[config.mk]
export PLATFORM = sky130hd
export DESIGN_NAME = ncint_queue
export DESIGN_NICKNAME = d
export VERILOG_FILES = /design/src/hw/rtl/ncint_pkg.sv /design/src/hw/rtl/ncint_queue.sv
export SDC_FILE = /design/constraint.sdc
export NUM_CORES = 1
export LEC_CHECK = 0
export BUFFER_PORTS_ARGS = -buffer_cell sky130_fd_sc_hd__buf_2
export CORE_AREA = 2 2 131 197
export CTS_CLUSTER_DIAMETER = 50
export DETAILED_ROUTE_END_ITERATION = 10
export DIE_AREA = 0 0 133 199
export PLACE_DENSITY_LB_ADDON = 0.05
export SLEW_MARGIN = 5
export SYNTH_ARGS = -nofsm -noshare
export SYNTH_HDL_FRONTEND = slang
export SYNTH_SLANG_ARGS = --single-unit
[constraint.sdc]
create_clock -name clk -period 3.1 [get_ports clk]
set_clock_uncertainty 0.15 [all_clocks]
set_input_delay 0.465 -clock clk [delete_from_list [all_inputs] [get_ports clk]]
set_output_delay 0.465 -clock clk [all_outputs]
set_load 0.02 [all_outputs]
[src/hw/rtl/ncint_pkg.sv]
package ncint_pkg;

  localparam int SAMPLE_W = 32;
  localparam int MAX_DIV  = 65536;
  localparam int IDX_W    = $clog2(MAX_DIV + 1);
  localparam int ACC_W    = 64;
  localparam int STEP_W   = 32;
  localparam int MODE_W   = 2;
  localparam int RES_W    = 48;
  localparam int STAT_W   = 2;
  localparam int WGT_W    = 3;
  localparam int QDEPTH   = 4;
  localparam int QPTR_W   = $clog2(QDEPTH);
  localparam int CFG_IDX_W = 1;

  localparam logic [MODE_W-1:0] MODE_TRAP = 2'd0;
  localparam logic [MODE_W-1:0] MODE_S13  = 2'd1;
  localparam logic [MODE_W-1:0] MODE_S38  = 2'd2;

  localparam logic [STAT_W-1:0] ST_OK    = 2'd0;
  localparam logic [STAT_W-1:0] ST_NODIV = 2'd1;
  localparam logic [STAT_W-1:0] ST_SAT   = 2'd2;

  localparam logic [CFG_IDX_W-1:0] CFG_RULE_MODE  = 1'b0;
  localparam logic [CFG_IDX_W-1:0] CFG_STEP_WIDTH = 1'b1;

  localparam logic [WGT_W-1:0] W_ONE   = 3'd1;
  localparam logic [WGT_W-1:0] W_TWO   = 3'd2;
  localparam logic [WGT_W-1:0] W_THREE = 3'd3;
  localparam logic [WGT_W-1:0] W_FOUR  = 3'd4;

  localparam logic [ACC_W-1:0] ACC_MAX = {1'b0, {(ACC_W-1){1'b1}}};
  localparam logic [ACC_W-1:0] ACC_MIN = {1'b1, {(ACC_W-1){1'b0}}};

  typedef enum logic [1:0] {
    K_ACC   = 2'd0,
    K_DROP  = 2'd1,
    K_EMPTY = 2'd2,
    K_LAST  = 2'd3
  } kind_t;

  typedef struct packed {
    kind_t                       kind;
    logic [WGT_W-1:0]            weight;
    logic [MODE_W-1:0]           mode;
    logic signed [SAMPLE_W-1:0]  value;
  } entry_t;

endpackage

[src/hw/rtl/ncint_queue.sv]
module ncint_queue (
  input  logic               clk,
  input  logic               rst_n,
  input  logic               push,
  input  ncint_pkg::entry_t  push_entry,
  output logic               full,
  input  logic               pop,
  output ncint_pkg::entry_t  head_entry,
  output logic               empty
);
  import ncint_pkg::*;

  entry_t            slot_r [QDEPTH];
  logic [QPTR_W-1:0] wr_ptr_r, rd_ptr_r;
  logic [QPTR_W:0]   count_r, count_nxt;
  logic              do_push, do_pop;

  assign full       = (count_r == (QPTR_W+1)'(QDEPTH));
  assign empty      = (count_r == '0);
  assign do_push    = push && !full;
  assign do_pop     = pop && !empty;
  assign head_entry = slot_r[rd_ptr_r];

  always_comb begin
    count_nxt = count_r;
    if (do_push && !do_pop) count_nxt = count_r + 1'b1;
    else if (do_pop && !do_push) count_nxt = count_r - 1'b1;
  end

  always_ff @(posedge clk) begin
    if (do_push) slot_r[wr_ptr_r] <= push_entry;
  end

  always_ff @(posedge clk) begin
    if (!rst_n) begin
      wr_ptr_r <= '0;
      rd_ptr_r <= '0;
      count_r  <= '0;
    end else begin
      if (do_push) wr_ptr_r <= wr_ptr_r + 1'b1;
      if (do_pop)  rd_ptr_r <= rd_ptr_r + 1'b1;
      count_r <= count_nxt;
    end
  end

endmodule

* Yosys cells after proc, flatten, opt, wreduce, memory -nomap -nowiden
Memories as Yosys holds them, arrays and structs flattened. A register that Yosys moved wholly into a read port is not among the register bits.
Cells that the tools add are included.
** Storage, ports and cells
- Register bits after elaboration :: 7
- Memory bits (writable) :: 156
- Output and inout bits :: 41
- Memories kept :: 1
** Memory list
- slot_r :: words 4, bits a word 39, read ports 1, clocked after memory_dff 1, write ports 1, line ncint_queue.sv:13 : entry_t slot_r [QDEPTH];
** Operators by class
- Add/subtract/negate cells :: 4
- Equality and inequality tests :: 1
- Muxes and demuxes :: 6
- Reduce and logical (&&, ||, !) cells :: 10
** Operators with widths (number)
- 3-bit two-way mux :: 2
- 2-bit by 1-bit adder with 2-bit output (second input constant) :: 2
- 1-bit logical AND :: 4
- 1-bit logical NOT :: 4
- 2-bit two-way mux :: 2
- 3-bit by 1-bit adder with 3-bit output (second input constant) :: 1
- 3-bit == test (second input constant) :: 1
- 3-bit logical NOT :: 1
- 3-bit by 1-bit subtractor with 3-bit output (second input constant) :: 1
- 1-bit two-way mux :: 2
- 2-bit nonzero test :: 1

* Longest topological paths before layout
- Depth after elaboration :: 7
- Depth in mapped cells :: 9
- Gate-level depth less buffers :: 8

* Least setup slack after synthesis
OpenSTA, ideal clock, no wires.
- Path kind :: register -> register
- Start :: register count_r[0]
- End :: memory slot_r[0][0] (netlist bit), enable pin
- Arrival time :: 1.824 ns
- Required time :: 2.550 ns
- Slack :: 0.726 ns
- Cell stages (with the launch flop) :: 5
- Path through :: dfxtp_1 nor3b_2 nor2b_1 buf_2 and2_1
** Between the ends
- Word-level cells in the longest chain between the ends :: 5
** Ends and longest elaborated chain
- from (decl) :: line ncint_queue.sv:15 : logic [QPTR_W:0] count_r, count_nxt;
- from (signal assigned) :: line ncint_queue.sv:42 : count_r <= count_nxt;
- 3-bit == test :: line ncint_queue.sv:18 : assign full = (count_r == (QPTR_W+1)'(QDEPTH));
- named net full :: line ncint_queue.sv:6 : output logic full,
- 1-bit logical NOT :: line ncint_queue.sv:20 : assign do_push = push && !full;
- 1-bit logical AND :: line ncint_queue.sv:20
- named net do_push :: line ncint_queue.sv:16 : logic do_push, do_pop;
- 1-bit two-way mux :: line ncint_queue.sv:31 : if (do_push) slot_r[wr_ptr_r] <= push_entry;
- 1-bit two-way mux (implied by the code) :: line ncint_queue.sv:31
- to (decl) :: line ncint_queue.sv:13
The timed path passes the listed nets, and every way through them passes these cells.

==> flow_summary.json <==
{
  "wire_per_inst_um": 18.7,
  "crit_path_end_kind": "primary output",
  "grt_first_pass_wirelength_um": 19500,
  "finalCriticalPeriod_ps": 2650,
  "ctsResizeCount": 0,
  "mostFrequentLayoutCells": "156 x sky130_fd_sc_hd__edfxtp_1, 83 x sky130_fd_sc_hd__buf_2, 39 x sky130_fd_sc_hd__mux4_2",
  "syn_nets": 300,
  "grt_start_max_net_pins": 40,
  "cts_tree": "done",
  "initial_standard_cell_utilization_of_the_core_pct": 24.6,
  "timing.fmax_mhz": 378,
  "final_layout_size_suffix_gt1_share_pct": 46.3,
  "floorplan.die.width_um": 133,
  "setup_violations": 0,
  "worstSkewPairLatency_ps": 420,
  "worst_slew_margin_rel_pct": 61.0,
  "vias_after_detailed_routing": 2816,
  "area_delta_synth_final_pct": 25.3,
  "cts_max_path_buffers": 2,
  "drt_drc_violations_left": 0,
  "cellLeakagePower_nw": 2.55,
  "antenna_left": 0,
  "area_enclosed_by_the_die_boundary_um2": 26500,
  "yosys_warnings": 0,
  "yosys_register_bits": 165,
  "cts_root_buffer": "sky130_fd_sc_hd__clkbuf_16",
  "placement.io_buffers": 83,
  "min_period_over_period_pct": 85.4,
  "routed_via_density": 4.05,
  "cts_inserted_buffers": 17,
  "finalWirelength_um": 13000,
  "nNetsFinal": 403,
  "grt_setup_unrepaired": "false",
  "start_kind": "flip-flop",
  "design.portCount": 84,
  "gp_congestion": 0.666,
  "final.hold.worst_slack_ps": 104,
  "cts-hold-fix-buffers": 0,
  "grt_overflow": 0,
  "critical_path_arrival_ps": 2030,
  "worstPathMaxFanout": 16,
  "core_outline_area_um2": 24800,
  "clkTransAtPathRegs_ps": 60,
  "final_max_slew_viols": 0,
  "dp.final_hpwl_um": 7900,
  "chip_height_um": 199,
  "cap_viol_max_count": 0,
  "syn-mean-instance-area_um2": 24.3,
  "final_area_um2": 7650,
  "post-cts-setup-buffers": 0,
  "layout.filler_cells": 2407,
  "critPathRequiredTime_ps": 2480,
  "number_of_iterations_in_the_first_detailed_routing_pass": 4,
  "tns_ps": 0,
  "run_status": "finished clean",
  "timing.hold.worst.class": "input pin to flip-flop",
  "post_dp_cell_area_um2": 7030,
  "num_rows": 71,
  "first_global_vias": 3121,
  "worst-slew-pin-transition_ps": 586,
  "ys_seq_area_share_pct": 79.7,
  "power.density_cell_area_nw_per_um2": 869,
  "syn_inst": 251,
  "global_route.usage.total_pct": 10.4,
  "ir_worst_vdd_mv": 0.352,
  "finalHoldViolations": 0,
  "post_synth_instance_area_um2": 6100,
  "drt_iter0_markers": 158,
  "mostFrequentLayoutCell": "sky130_fd_sc_hd__edfxtp_1",
  "grt_antenna_before_repair": 2,
  "numClockSinks": 165,
  "cts-htree-levels": 4,
  "distinct_cell_type_count_after_synthesis": 23,
  "criticalPathCategory": "flip-flop to primary output"
}
state kept, by name, indices dropped and copies added (netlist names), named ones only:
signal / cells
rd_ptr_r: 2
count_r: 3
wr_ptr_r: 2
slot_r: 156
cell families (layout without fill, tap and decap cells):
kind of cell | count (synthesis) | in the layout | share of synthesized area (%)
flip-flops | 165 | 165 | 79.7
buffers and inverters | 13 | 129 | 1.23
multiplexers | 42 | 42 | 14.9
adder cells (fa/ha/maj) | 6 | 6 | 1.35
other | 0 | 1 | 0
AO/OA/AOI/OAI | 4 | 4 | 0.554
XOR/XNOR | 4 | 4 | 0.574
AND/OR/NAND/NOR | 17 | 17 | 1.66
critical path, stage by stage, from the launching register on:
cell	delay [ps]
sky130_fd_sc_hd__dfxtp_4	590
sky130_fd_sc_hd__buf_4	300
sky130_fd_sc_hd__mux4_2	540
sky130_fd_sc_hd__buf_2	180
Yosys cell counts:
master / number / area share [%]
sky130_fd_sc_hd__xor2_1: 1 / 0.14
sky130_fd_sc_hd__ha_1: 5 / 1.0
sky130_fd_sc_hd__fa_1: 1 / 0.33
sky130_fd_sc_hd__nor3_1: 1 / 0.082
sky130_fd_sc_hd__buf_2: 3 / 0.25
sky130_fd_sc_hd__or3_1: 1 / 0.10
sky130_fd_sc_hd__dfxtp_1: 9 / 3.0
sky130_fd_sc_hd__mux4_2: 39 / 14
sky130_fd_sc_hd__and2_1: 8 / 0.82
sky130_fd_sc_hd__o31ai_2: 1 / 0.21
sky130_fd_sc_hd__inv_1: 3 / 0.18
sky130_fd_sc_hd__clkbuf_1: 3 / 0.18
sky130_fd_sc_hd__o311ai_1: 1 / 0.14
sky130_fd_sc_hd__edfxtp_1: 156 / 77
sky130_fd_sc_hd__mux2i_1: 3 / 0.49
sky130_fd_sc_hd__a21boi_0: 1 / 0.12
sky130_fd_sc_hd__nor2b_1: 2 / 0.21
sky130_fd_sc_hd__xnor2_1: 3 / 0.43
sky130_fd_sc_hd__o21ai_0: 1 / 0.082
sky130_fd_sc_hd__nor3b_2: 1 / 0.21
sky130_fd_sc_hd__buf_6: 2 / 0.37
sky130_fd_sc_hd__nand2_1: 4 / 0.25
sky130_fd_sc_hd__buf_4: 2 / 0.25
metrics by stage:
step	power, mW	worst slack (ps)	utilization (%)	cells
CTS	6.80	355	30.8	695
detailed placement	4.59	757	28.4	663
global placement	4.57	820	28.4	663
global route	6.97	308	30.8	695
floorplan	3.97	726	-	251
finish	6.64	452	30.9	696
power by group:
part,internal [mW],switching [mW]
clock,1.34,0.837
combinational,0.719,0.874
sequential,2.71,0.161
total,4.77,1.87
cell type report:
class | count | area (um^2) | share of cell area [%]
clock buffer | 18 | 429 | 5.61
antenna | 1 | 2.50 | 0.0327
tap | 328 | 410 | 5.37
sequential | 165 | 4870 | 63.7
clock inverter | 14 | 185 | 2.42
multi-input combinational | 73 | 1170 | 15.2
timing repair buffer | 94 | 573 | 7.49
inverter | 3 | 11.3 | 0.147
routing by layer:
metal / GRT usage [%] / share of wire, % / vias to the layer above
li1: - / - / 1254
met2: 17.8 / 51 / 60
met3: 3.41 / 4.6 / 19
met1: 11.9 / 42 / 1481
met5: 0 / 0.10 / -
met4: 5.02 / 2.1 / 2
final timing paths:
| kind | end | slack [ps] | from | cells past startpoint |
|---|---|---|---|---|
| max | head_entry[3] | 450 | flip-flop | 3 |
| min | slot_r[1][37]$_DFFE_PP_ | 100 | push_entry[37] | 1 |
| max reg2reg | count_r[2]$_SDFFE_PN0P_ | 780 | count_r[0]$_SDFFE_PN0P_ | 9 |
| min reg2reg | wr_ptr_r[0]$_SDFFE_PN0P_ | 350 | wr_ptr_r[0]$_SDFFE_PN0P_ | 2 |
Note: power is estimated with default switching activity, not from simulation.
