`config.mk`:
```
export PLATFORM = sky130hd
export DESIGN_NAME = ncint_front
export DESIGN_NICKNAME = d
export VERILOG_FILES = /design/src/hw/rtl/ncint_pkg.sv /design/src/hw/rtl/ncint_front.sv
export SDC_FILE = /design/constraint.sdc
export NUM_CORES = 1
export LEC_CHECK = 0
export BUFFER_PORTS_ARGS = -buffer_cell sky130_fd_sc_hd__buf_2
export CAP_MARGIN = 30
export CORE_MARGIN = 2
export CORE_UTILIZATION = 48
export CTS_CLUSTER_SIZE = 12
export DETAILED_ROUTE_END_ITERATION = 8
export PLACE_DENSITY = 0.89
export SLEW_MARGIN = 20
export SYNTH_ARGS = -nofsm -noshare
export SYNTH_HDL_FRONTEND = slang
export SYNTH_SLANG_ARGS = --single-unit
```
`constraint.sdc`:
```
create_clock -name clk -period 2.9 [get_ports clk]
set_input_delay 0.145 -clock clk [delete_from_list [all_inputs] [get_ports clk]]
set_output_delay 0.145 -clock clk [all_outputs]
set_load 0.005 [all_outputs]
```
`src/hw/rtl/ncint_pkg.sv`:
```
package ncint_pkg;

  localparam int SAMPLE_W = 32;
  localparam int MAX_DIV  = 65536;
  localparam int IDX_W    = $clog2(MAX_DIV + 1);
  localparam int ACC_W    = 64;
  localparam int STEP_W   = 32;
  localparam int MODE_W   = 2;
  localparam int RES_W    = 48;
  localparam int STAT_W   = 2;
  localparam int WGT_W    = 3;
  localparam int QDEPTH   = 4;
  localparam int QPTR_W   = $clog2(QDEPTH);
  localparam int CFG_IDX_W = 1;

  localparam logic [MODE_W-1:0] MODE_TRAP = 2'd0;
  localparam logic [MODE_W-1:0] MODE_S13  = 2'd1;
  localparam logic [MODE_W-1:0] MODE_S38  = 2'd2;

  localparam logic [STAT_W-1:0] ST_OK    = 2'd0;
  localparam logic [STAT_W-1:0] ST_NODIV = 2'd1;
  localparam logic [STAT_W-1:0] ST_SAT   = 2'd2;

  localparam logic [CFG_IDX_W-1:0] CFG_RULE_MODE  = 1'b0;
  localparam logic [CFG_IDX_W-1:0] CFG_STEP_WIDTH = 1'b1;

  localparam logic [WGT_W-1:0] W_ONE   = 3'd1;
  localparam logic [WGT_W-1:0] W_TWO   = 3'd2;
  localparam logic [WGT_W-1:0] W_THREE = 3'd3;
  localparam logic [WGT_W-1:0] W_FOUR  = 3'd4;

  localparam logic [ACC_W-1:0] ACC_MAX = {1'b0, {(ACC_W-1){1'b1}}};
  localparam logic [ACC_W-1:0] ACC_MIN = {1'b1, {(ACC_W-1){1'b0}}};

  typedef enum logic [1:0] {
    K_ACC   = 2'd0,
    K_DROP  = 2'd1,
    K_EMPTY = 2'd2,
    K_LAST  = 2'd3
  } kind_t;

  typedef struct packed {
    kind_t                       kind;
    logic [WGT_W-1:0]            weight;
    logic [MODE_W-1:0]           mode;
    logic signed [SAMPLE_W-1:0]  value;
  } entry_t;

endpackage

```
`src/hw/rtl/ncint_front.sv`:
```
module ncint_front (
  input  logic                            clk,
  input  logic                            rst_n,
  input  logic                            in_tvalid,
  output logic                            in_tready,
  input  logic [ncint_pkg::SAMPLE_W-1:0]  in_tdata,   // sample_value
  input  logic                            in_tlast,
  input  logic [ncint_pkg::MODE_W-1:0]    rule_mode,
  input  logic                            q_full,
  output logic                            q_push,
  output ncint_pkg::entry_t               q_entry
);
  import ncint_pkg::*;

  logic [IDX_W-1:0] idx_r, idx_nxt;
  logic [1:0]       mod3_r, mod3_nxt;
  logic [WGT_W-1:0] inner_w;
  logic             accept;

  assign in_tready = !q_full;
  assign accept    = in_tvalid && !q_full;
  assign q_push    = accept;

  always_comb begin
    case (rule_mode)
      MODE_S13: inner_w = idx_r[0] ? W_FOUR : W_TWO;
      MODE_S38: inner_w = (mod3_r == 2'd0) ? W_TWO : W_THREE;
      default:  inner_w = W_TWO;
    endcase
  end

  always_comb begin
    q_entry.value  = signed'(in_tdata);
    q_entry.mode   = rule_mode;
    q_entry.weight = W_ONE;
    q_entry.kind   = K_ACC;
    idx_nxt        = idx_r;
    mod3_nxt       = mod3_r;
    if (in_tlast) begin
      q_entry.kind = (idx_r == '0) ? K_EMPTY : K_LAST;
      idx_nxt      = '0;
      mod3_nxt     = 2'd0;
    end else if (idx_r == '0) begin
      idx_nxt  = IDX_W'(1);
      mod3_nxt = 2'd1;
    end else if (idx_r < IDX_W'(MAX_DIV)) begin
      q_entry.weight = inner_w;
      idx_nxt        = idx_r + IDX_W'(1);
      mod3_nxt       = (mod3_r == 2'd2) ? 2'd0 : mod3_r + 2'd1;
    end else begin
      q_entry.kind = K_DROP;
    end
  end

  always_ff @(posedge clk) begin
    if (!rst_n) begin
      idx_r  <= '0;
      mod3_r <= 2'd0;
    end else if (accept) begin
      idx_r  <= idx_nxt;
      mod3_r <= mod3_nxt;
    end
  end

endmodule

```
* Word level (Yosys, flattened, before mapping)
Index checks and enable logic that the tools add are counted.
Storage, ports and cells: bits in registers 19, input port bits 39, output and inout bits 41, logic and storage cells 30
Operators by class: $add $sub $neg 2, $lt $le $gt $ge 1, equal/unequal tests 3, muxes and demuxes 16, reduce and logical (&&, ||, !) cells 6
Operators with widths (count):
- 17-bit 2-to-1 mux | 3
- 17-bit by 1-bit adder with 17-bit output, second input constant | 1
- 17-bit zero test | 1
- 17-bit less-than comparator, second input constant | 1
- 2-bit 2-to-1 mux | 5
- 3-bit 2-to-1 mux | 3
- 3-bit case mux with 2 select lines | 1
- 5-bit 2-to-1 mux | 1
- 2-bit equality test, second input constant | 2
- 1-bit 2-to-1 mux | 3
- 3-bit nonzero test | 1
- 2-bit by 1-bit adder with 2-bit output, second input constant | 1
- 2-bit by 1-bit equality test with 1-bit output, second input constant | 1
- 2-bit zero test | 1
- 2-bit AND reduction | 1
- 1-bit logical AND | 1
- 1-bit zero test | 1

* Logic depth before layout (Yosys ltp)
Gate-level depths: netlist of run 1.
depth after elaboration 6, gate-level depth with buffers 7, gate-level depth less buffers 6

* Least setup slack after synthesis of run 1
Ideal clock, no wire load.
kind reg-to-reg, from reg idx_r[0], to reg idx_r[15], setup time 0.122 ns, arrival time 1.597 ns, required time 2.778 ns, slack 1.181 ns, cell stages (with the launch flop) 7, path buffers 0, period minus slack after synthesis 1.719 ns, path through dfxtp_1 -> inv_1 -> ha_1 -> nor4b_2 -> nand4_2 -> and4b_1 -> a311o_1
Between the ends: longest elaborated chain between the ends 4, elaborated cells on any way between the ends 8, classes of those cells add/sub (1); order compare (1); mux (3); reduce/logical (3)
RTL lines:
- start, declared | RTL line ncint_front.sv:15 | logic [IDX_W-1:0] idx_r, idx_nxt;
- start signal, assigned | RTL line ncint_front.sv:60 | idx_r <= idx_nxt;
- 17-bit by 1-bit adder with 17-bit output | RTL line ncint_front.sv:48 | idx_nxt = idx_r + IDX_W'(1);
- 17-bit 2-to-1 mux | RTL line ncint_front.sv:46 | end else if (idx_r < IDX_W'(MAX_DIV)) begin
- 17-bit 2-to-1 mux | RTL line ncint_front.sv:43 | end else if (idx_r == '0) begin
- 17-bit 2-to-1 mux | RTL line ncint_front.sv:39 | if (in_tlast) begin
Parallel ways exist; a longest one is shown, timed or not. The select of a mux whose other input is x is not followed. A chain may end at the register's enable or synchronous reset.

==> results of run 1 <==
worst register-to-register path, delay by kind of cell, from the launching register on:
family	cells	cell delay [ps]
AOI/OAI and AO/OA	1	340
adders and majority gates	1	150
buffers and inverters	1	120
DFF	1	380
and+or+nand+nor	3	830
cells by family after synthesis:
family / count (synthesis)
AOI/OAI and AO/OA: 27
xor gates and xnor gates: 5
and+or+nand+nor: 74
buffers and inverters: 48
DFF: 19
adders and majority gates: 4
how the worst min path moves through the flow:
stage	from	end	slack (ps)	cells after the start
after floorplan	in_tlast	idx_r[16]$_SDFFE_PN0P_	300	3
after global placement	in_tdata[17]	q_entry[17]	290	0
after detailed placement	in_tdata[17]	q_entry[17]	290	0
after CTS	rst_n	idx_r[16]$_SDFFE_PN0P_	150	3
after global routing	rst_n	idx_r[16]$_SDFFE_PN0P_	170	3
final	rst_n	idx_r[16]$_SDFFE_PN0P_	180	3
metrics by stage:
step / instance area (um^2) / power (uW) / util / std cells
floorplan: 1430 / 335 / - / 177
global placement: 1280 / 314 / 0.458 / 187
detailed placement: 1280 / 315 / 0.458 / 187
CTS: 1310 / 452 / 0.467 / 191
global route: 1310 / 471 / 0.467 / 191
finish: 1310 / 445 / 0.467 / 191
cells in the final DEF (no fill, tap or decap):
master                     instances
sky130_fd_sc_hd__xor2_1            5
sky130_fd_sc_hd__a311o_1           1
sky130_fd_sc_hd__o311ai_0          3
sky130_fd_sc_hd__nor4_2            3
sky130_fd_sc_hd__a41oi_1           2
sky130_fd_sc_hd__buf_4             3
sky130_fd_sc_hd__o31ai_1           5
sky130_fd_sc_hd__nor4b_1           2
sky130_fd_sc_hd__a21boi_0          3
sky130_fd_sc_hd__or3_1             1
sky130_fd_sc_hd__buf_2            15
sky130_fd_sc_hd__and2_1            1
sky130_fd_sc_hd__ha_1              4
sky130_fd_sc_hd__nand3_1           9
sky130_fd_sc_hd__nor4b_2           1
sky130_fd_sc_hd__nand4_1           9
sky130_fd_sc_hd__nand2b_1          2
sky130_fd_sc_hd__nor4_1            3
sky130_fd_sc_hd__nand2_1          14
sky130_fd_sc_hd__and4_2            1
sky130_fd_sc_hd__a21oi_1           7
sky130_fd_sc_hd__inv_1             9
sky130_fd_sc_hd__or2_1             1
sky130_fd_sc_hd__nor2_1           11
sky130_fd_sc_hd__a21o_2            2
sky130_fd_sc_hd__and4b_1           1
sky130_fd_sc_hd__a32oi_1           1
sky130_fd_sc_hd__clkbuf_1          1
sky130_fd_sc_hd__nand4_2           1
sky130_fd_sc_hd__and3_2            1
sky130_fd_sc_hd__a211oi_1          1
sky130_fd_sc_hd__o21ai_0           2
sky130_fd_sc_hd__and2_2            1
sky130_fd_sc_hd__or4_1             5
sky130_fd_sc_hd__and3_1            1
sky130_fd_sc_hd__dfxtp_1          19
sky130_fd_sc_hd__nand3_2           1
sky130_fd_sc_hd__clkbuf_4          3
sky130_fd_sc_hd__nor2b_1           5
Yosys cell counts:
| cell | number | area (um^2) |
|---|---|---|
| sky130_fd_sc_hd__a211oi_1 | 1 | 7.51 |
| sky130_fd_sc_hd__a21boi_0 | 3 | 22.5 |
| sky130_fd_sc_hd__a21o_2 | 2 | 17.5 |
| sky130_fd_sc_hd__a21oi_1 | 7 | 35.0 |
| sky130_fd_sc_hd__a311o_1 | 1 | 10.0 |
| sky130_fd_sc_hd__a32oi_1 | 1 | 8.76 |
| sky130_fd_sc_hd__a41oi_1 | 2 | 17.5 |
| sky130_fd_sc_hd__and2_1 | 1 | 6.26 |
| sky130_fd_sc_hd__and2_2 | 1 | 7.51 |
| sky130_fd_sc_hd__and3_1 | 1 | 6.26 |
| sky130_fd_sc_hd__and3_2 | 1 | 7.51 |
| sky130_fd_sc_hd__and4_2 | 1 | 10.0 |
| sky130_fd_sc_hd__and4b_1 | 1 | 10.0 |
| sky130_fd_sc_hd__buf_2 | 3 | 15.0 |
| sky130_fd_sc_hd__buf_4 | 35 | 263 |
| sky130_fd_sc_hd__clkbuf_1 | 1 | 3.75 |
| sky130_fd_sc_hd__dfxtp_1 | 19 | 380 |
| sky130_fd_sc_hd__ha_1 | 4 | 50.1 |
| sky130_fd_sc_hd__inv_1 | 9 | 33.8 |
| sky130_fd_sc_hd__nand2_1 | 14 | 52.6 |
| sky130_fd_sc_hd__nand2b_1 | 2 | 12.5 |
| sky130_fd_sc_hd__nand3_1 | 9 | 45.0 |
| sky130_fd_sc_hd__nand3_2 | 1 | 10.0 |
| sky130_fd_sc_hd__nand4_1 | 9 | 56.3 |
| sky130_fd_sc_hd__nand4_2 | 1 | 12.5 |
| sky130_fd_sc_hd__nor2_1 | 11 | 41.3 |
| sky130_fd_sc_hd__nor2b_1 | 5 | 31.3 |
| sky130_fd_sc_hd__nor4_1 | 3 | 18.8 |
| sky130_fd_sc_hd__nor4_2 | 3 | 37.5 |
| sky130_fd_sc_hd__nor4b_1 | 2 | 17.5 |
| sky130_fd_sc_hd__nor4b_2 | 1 | 15.0 |
| sky130_fd_sc_hd__o21ai_0 | 2 | 10.0 |
| sky130_fd_sc_hd__o311ai_0 | 3 | 26.3 |
| sky130_fd_sc_hd__o31ai_1 | 5 | 37.5 |
| sky130_fd_sc_hd__or2_1 | 1 | 6.26 |
| sky130_fd_sc_hd__or3_1 | 1 | 6.26 |
| sky130_fd_sc_hd__or4_1 | 5 | 37.5 |
| sky130_fd_sc_hd__xor2_1 | 5 | 43.8 |
per-layer routing:
layer  GRT usage  vias up  part of all wire
met1       0.207      561              0.45
li1            -      572                 -
met5           0        -                 0
met4      0.0487        0            0.0083
met2       0.242       31              0.47
met3      0.0571        2             0.071
power breakdown:
| group | total (uW) | switching [uW] | internal, uW | leakage [uW] |
|---|---|---|---|---|
| Sequential | 264 | 1.45 | 262 | 0.000153 |
| Clock | 136 | 82.4 | 53.7 | 0.0000150 |
| Combinational | 45.2 | 25.9 | 19.2 | 0.000300 |
| Total | 445 | 110 | 335 | 0.000468 |
sequential cells by signal, summed over array words and instances (netlist names):
register and flops:
idx_r 17, mod3_r 2
cell type report:
cell class,count,area [um^2],area share
Tap cell,31,38.8,0.0296
Clock buffer,4,26.3,0.0200
Inverter,9,33.8,0.0258
Timing Repair Buffer,18,97.6,0.0744
Multi-Input combinational cell,110,734,0.560
Sequential cell,19,380,0.290
==> run metrics, run 1 <==
outcome finished, violations left; violated checks design-rule violations; Hold/Removal Path Class in2reg; number of distinct library cell variants in the gate-level netlist after synthesis 38; synthesized instance count approximately 180; input/output buffers 15; pins over their slew limit 0; CTS H-tree depth 1; fraction of final layout cells sized beyond drive strength 1 0.200; maximum vdd ir drop roughly 0.27 mV; placement row count 19; number of maximum-capacitance violations 0; number of DRC markers in iteration 0 42; critical path peak fanout 7; Total Die Area roughly 3400 um^2; number of nets in the layout approximately 200; clock sink count 19; CTS-repair resized insts 0; capturing element of the worst setup path q_entry[36]; Pleak between 0.0004 and 0.0005 uW; part of the cycle the worst path needs 0.747; via count of the first global-routing pass around 940; launch instance of the worst register-to-register path idx_r[0]$_SDFFE_PN0P_; Via-to-Cell Ratio 6.10; Crit. End Element output port; RSZ-0062 raised after global routing false; Detailed Route WL approximately 2.5 mm; critical path depth in cells 6; clock latency reported for the late side of the worst-skew pair 300 ps; total of hold buffers inserted after clock tree synthesis 0; Worst slew margin 0.659; internal reg-to-reg setup slack 960 ps; worst-case clock skew around 3.6 ps; R2R Path End idx_r[15]$_SDFFE_PN0P_; xor/xnor share of the synthesized area 0.0306; number of top-level pins 80; Setup Crit Path Kind reg2out; setup_tns 0 ps; wire length of the first global-routing pass between 4 and 5 mm; depth of the most critical reg-to-reg path 6; area of the mapped netlist around 1400 um^2; startpoint kind of the worst setup timing path flop; CTS root buffer sky130_fd_sc_hd__clkbuf_4; final worst slack between 700 and 800 ps; Num CTS Buffers 3; Chip Height 58.6 um; yosys synthesis warning count 0; post-route DRC violation count 4; Compound-Gate Fraction of Synth Area 0.135; multiplexer area fraction after synthesis 0; Bufs on Longest Clock Path 2; hold slack final around 180 ps; detail-routed net length per standard cell around 13 um; CTS tree yes; Synthesized Nets 220; Die Width approximately 59 um; pwr dens 339 nW/um^2; Final Hold Violating Endpoints 0; Post-Synth Adder-Cell Area 0.0350; Post-CTS Setup Inserts 0; Synth Area in Simple Gates 0.313; post-detailed-route count of antenna-violating nets 0; Setup Viol. Count Final 0; kind of cell adding the most delay to the critical path simple AND/OR/NAND/NOR gates; dominant combinational cell family by area after synthesis simple AND/OR/NAND/NOR gates; sequence of cells on the critical path inv_1, ha_1, nor4b_2, a41oi_1, nor4b_1, buf_2; Placer Congestion about 0.84; average cell area after synthesis 8.08 um^2; half-perimeter wire length after detailed placement ~1.9 mm; Diodes inserted 0; fin crit period 2170 ps; GR Overflow Total 0; largest net degree at the start of global routing 16; worst path bufs/invs 2; maximum single-stage delay on the critical path between 400 and 500 ps; Slowest cell on crit path sky130_fd_sc_hd__dfxtp_1; Crit. Startpoint idx_r[0]$_SDFFE_PN0P_; vias after detailed routing 1166; fill cell count ~270; antenna violations before repair 0; worst slack at placement slightly below 1000 ps; Max Clk Rate 462 MHz; WP data arrival 2020 ps; Initial Utilization 0.510; synthesis-stage register bit count 19; layout-stage area growth over the synthesis result -8.31%; Total Routing Usage GR 0.157; endpoint required time on the critical path approximately 2800 ps; Worst-Margin Slew roughly 510 ps; core outline area around 2800 um^2; sequential element share of the synthesized area 0.266; first-pass iteration count of the detailed router 7; clock-pin transition on the worst setup and hold timing paths around 110 ps
No activity file was read; power rests on OpenSTA's default activity.
==> run 2: changes to the inputs <==
- CORE_UTILIZATION: 48 -> 44
- PLACE_DENSITY: 0.89 -> 0.83
- clock period: 2.9 -> 2.1 ns (I/O delays scaled with it)
==> run metrics, run 2 (synthesized netlist as in run 1, its figures left out) <==
outcome complete, no violations; detail-routed net length per standard cell 13.4 um (+0.90%); vias after detailed routing 1148 (-1.5%); pwr dens 460 nW/um^2 (+36%); startpoint kind of the worst setup timing path flop; Die Width 61.0 um (+4.1%); area of the multi-input gates 751 um^2 (+2.2%); final standard cell utilization of the core 0.439 (-0.0280); final worst slack 74.7 ps (-660 ps); most used cells in the layout excluding fill and tap cells sky130_fd_sc_hd__dfxtp_1 (19), sky130_fd_sc_hd__buf_2 (15), sky130_fd_sc_hd__nand2_1 (14), sky130_fd_sc_hd__nor2_1 (11); post-route DRC violation count 0 (-4); WP data arrival 1920 ps (-100 ps); Chip Height 61.0 um (+4.1%); input/output buffers 15 (unchanged); largest net degree at the start of global routing 16 (unchanged); fraction of final layout cells sized beyond drive strength 1 0.217 (+0.0174); fin crit period roughly 2000 ps; Num CTS Buffers 3 (unchanged); core outline area 3080 um^2 (+9.7%); clock sink count 19 (unchanged); max FFs per register 17 (unchanged); number of DRC markers in iteration 0 32 (-24%); Setup Viol. Count Final 0 (unchanged); relative contribution of sequential cells to total power 0.585 (-0.008); maximum single-stage delay on the critical path 440 ps (about the same); antenna violations before repair 0 (unchanged); part of the total power dissipated in combinational logic 0.107 (+0.005); internal reg-to-reg setup slack 380 ps (-580 ps); post-detailed-route count of antenna-violating nets 0 (unchanged); Via-to-Cell Ratio 5.60 (-8.3%); critical path peak fanout 7 (unchanged); Total Routing Usage GR 0.153 (-0.00447); worst-case clock skew 1.58 ps (-2.00 ps); Finished Layout Cells 205 (+7.3%); GR Overflow Total 0 (unchanged); Worst-Margin Slew 561 ps (+54.3 ps); Bufs on Longest Clock Path 2 (unchanged); number of top-level pins 80 (unchanged); half-perimeter wire length after detailed placement 1.97 mm (+4.6%); wire length of the first global-routing pass 4.35 mm (+4.3%); Hold/Removal Path Class in2reg; Final Hold Violating Endpoints 0 (unchanged); endpoint required time on the critical path 2000 ps (-760 ps); Placer Congestion 0.845 (+0.81%); area occupied by registers 380 um^2 (unchanged); Slowest cell on crit path sky130_fd_sc_hd__dfxtp_1; sequence of cells on the critical path inv_1, ha_1, nor4b_4, a41oi_2, nor4b_1, buf_2; CTS root buffer sky130_fd_sc_hd__clkbuf_4; pins over their slew limit 0 (unchanged); registers with the highest flip-flop counts idx_r x17, mod3_r x2; placement row count 20 (+1); part of the cycle the worst path needs 0.964; kind of cell adding the most delay to the critical path flip-flops; Max Clk Rate approximately 490 MHz; first-pass iteration count of the detailed router 4 (-3); Internal 462 uW (+38%); post-placement cell count 201 (+7.5%); clock latency reported for the late side of the worst-skew pair 300 ps (about the same); via count of the first global-routing pass 989 (+5.7%); Diodes inserted 0 (unchanged); Initial Utilization 0.465 (-0.0452); Sw Ratio 0.258 (+0.0110); Worst slew margin 0.622 (-0.0365); worst slack at placement 377 ps (-588 ps); maximum vdd ir drop 0.282 mV (+5.8%); clock-pin transition on the worst setup and hold timing paths 110 ps (about the same); most frequent standard cell in the layout excluding fill and tap cells sky130_fd_sc_hd__dfxtp_1; Setup Crit Path Kind reg2out; Detailed Route WL 2.74 mm (+8.3%); switching component of the power 160 uW (+46%); CTS H-tree depth 1 (unchanged); Crit. End Element output port; hold slack final 137 ps (-39.6 ps); Total Die Area 3720 um^2 (+8.4%); relative contribution of the clock network to total power 0.307 (about the same); worst path bufs/invs 2 (unchanged); number of nets in the layout 205 (+0.49%); Pleak 0.000489 uW (+4.4%); fill cell count 296 (+12%); Reg with most FFs idx_r; layout-stage area growth over the synthesis result -5.42%; number of maximum-capacitance violations 0 (unchanged); CTS tree yes; Post-CTS Setup Inserts 0 (unchanged)
run 2: what timing repair did:
action,CTS,global route
setup endpoints to repair,0,1
gates resized for setup,0,2
hold buffers,0,0
endpoints found under the hold margin,0,0
run 2: final timing paths:
kind                     startpoint  cells past startpoint                     end
min                           rst_n                      3  idx_r[16]$_SDFFE_PN0P_
min reg2reg  mod3_r[1]$_SDFFE_PN0P_                      2  mod3_r[1]$_SDFFE_PN0P_
max           idx_r[0]$_SDFFE_PN0P_                      6             q_entry[36]
max reg2reg   idx_r[2]$_SDFFE_PN0P_                      4  idx_r[10]$_SDFFE_PN0P_
run 2: power groups by stage:
| stage | Clock (uW) | Sequential (uW) | Combinational (uW) |
|---|---|---|---|
| finish | 191 | 364 | 66.8 |
| global route | 209 | 365 | 74.6 |
| CTS | 197 | 364 | 65.0 |
| detailed placement | 0 | 372 | 64.7 |
| global placement | 0 | 372 | 63.5 |
| floorplan | 0 | 372 | 90.2 |
run 2: final cells by class:
type / instances / area share
Clock buffer: 3 / 0.0167
Clock inverter: 1 / 0.00370
Inverter: 9 / 0.0250
Multi-Input combinational cell: 110 / 0.555
Sequential cell: 19 / 0.281
Tap cell: 44 / 0.0407
Timing Repair Buffer: 19 / 0.0777
run 2: worst min-delay path, stage by stage:
cell                      delay (ps)
sky130_fd_sc_hd__buf_2           170
sky130_fd_sc_hd__nand2_1          90
sky130_fd_sc_hd__nor2_1           40
run 2: per-layer routing:
metal	part of all wire	track usage	vias up
li1	-	-	568
met1	0.47	0.211	558
met2	0.47	0.243	18
met3	0.049	0.0273	4
met4	0.011	0.0528	0
met5	0	0	-
run 2: metrics by stage:
stage | area, um^2 | setup TNS (ps) | power [uW]
3_3_place_gp | 1310 | 0 | 436
2_1_floorplan | 1430 | 0 | 462
6_report | 1350 | 0 | 622
3_5_place_dp | 1310 | 0 | 437
5_1_grt | 1350 | -1.59 | 648
4_1_cts | 1340 | 0 | 626
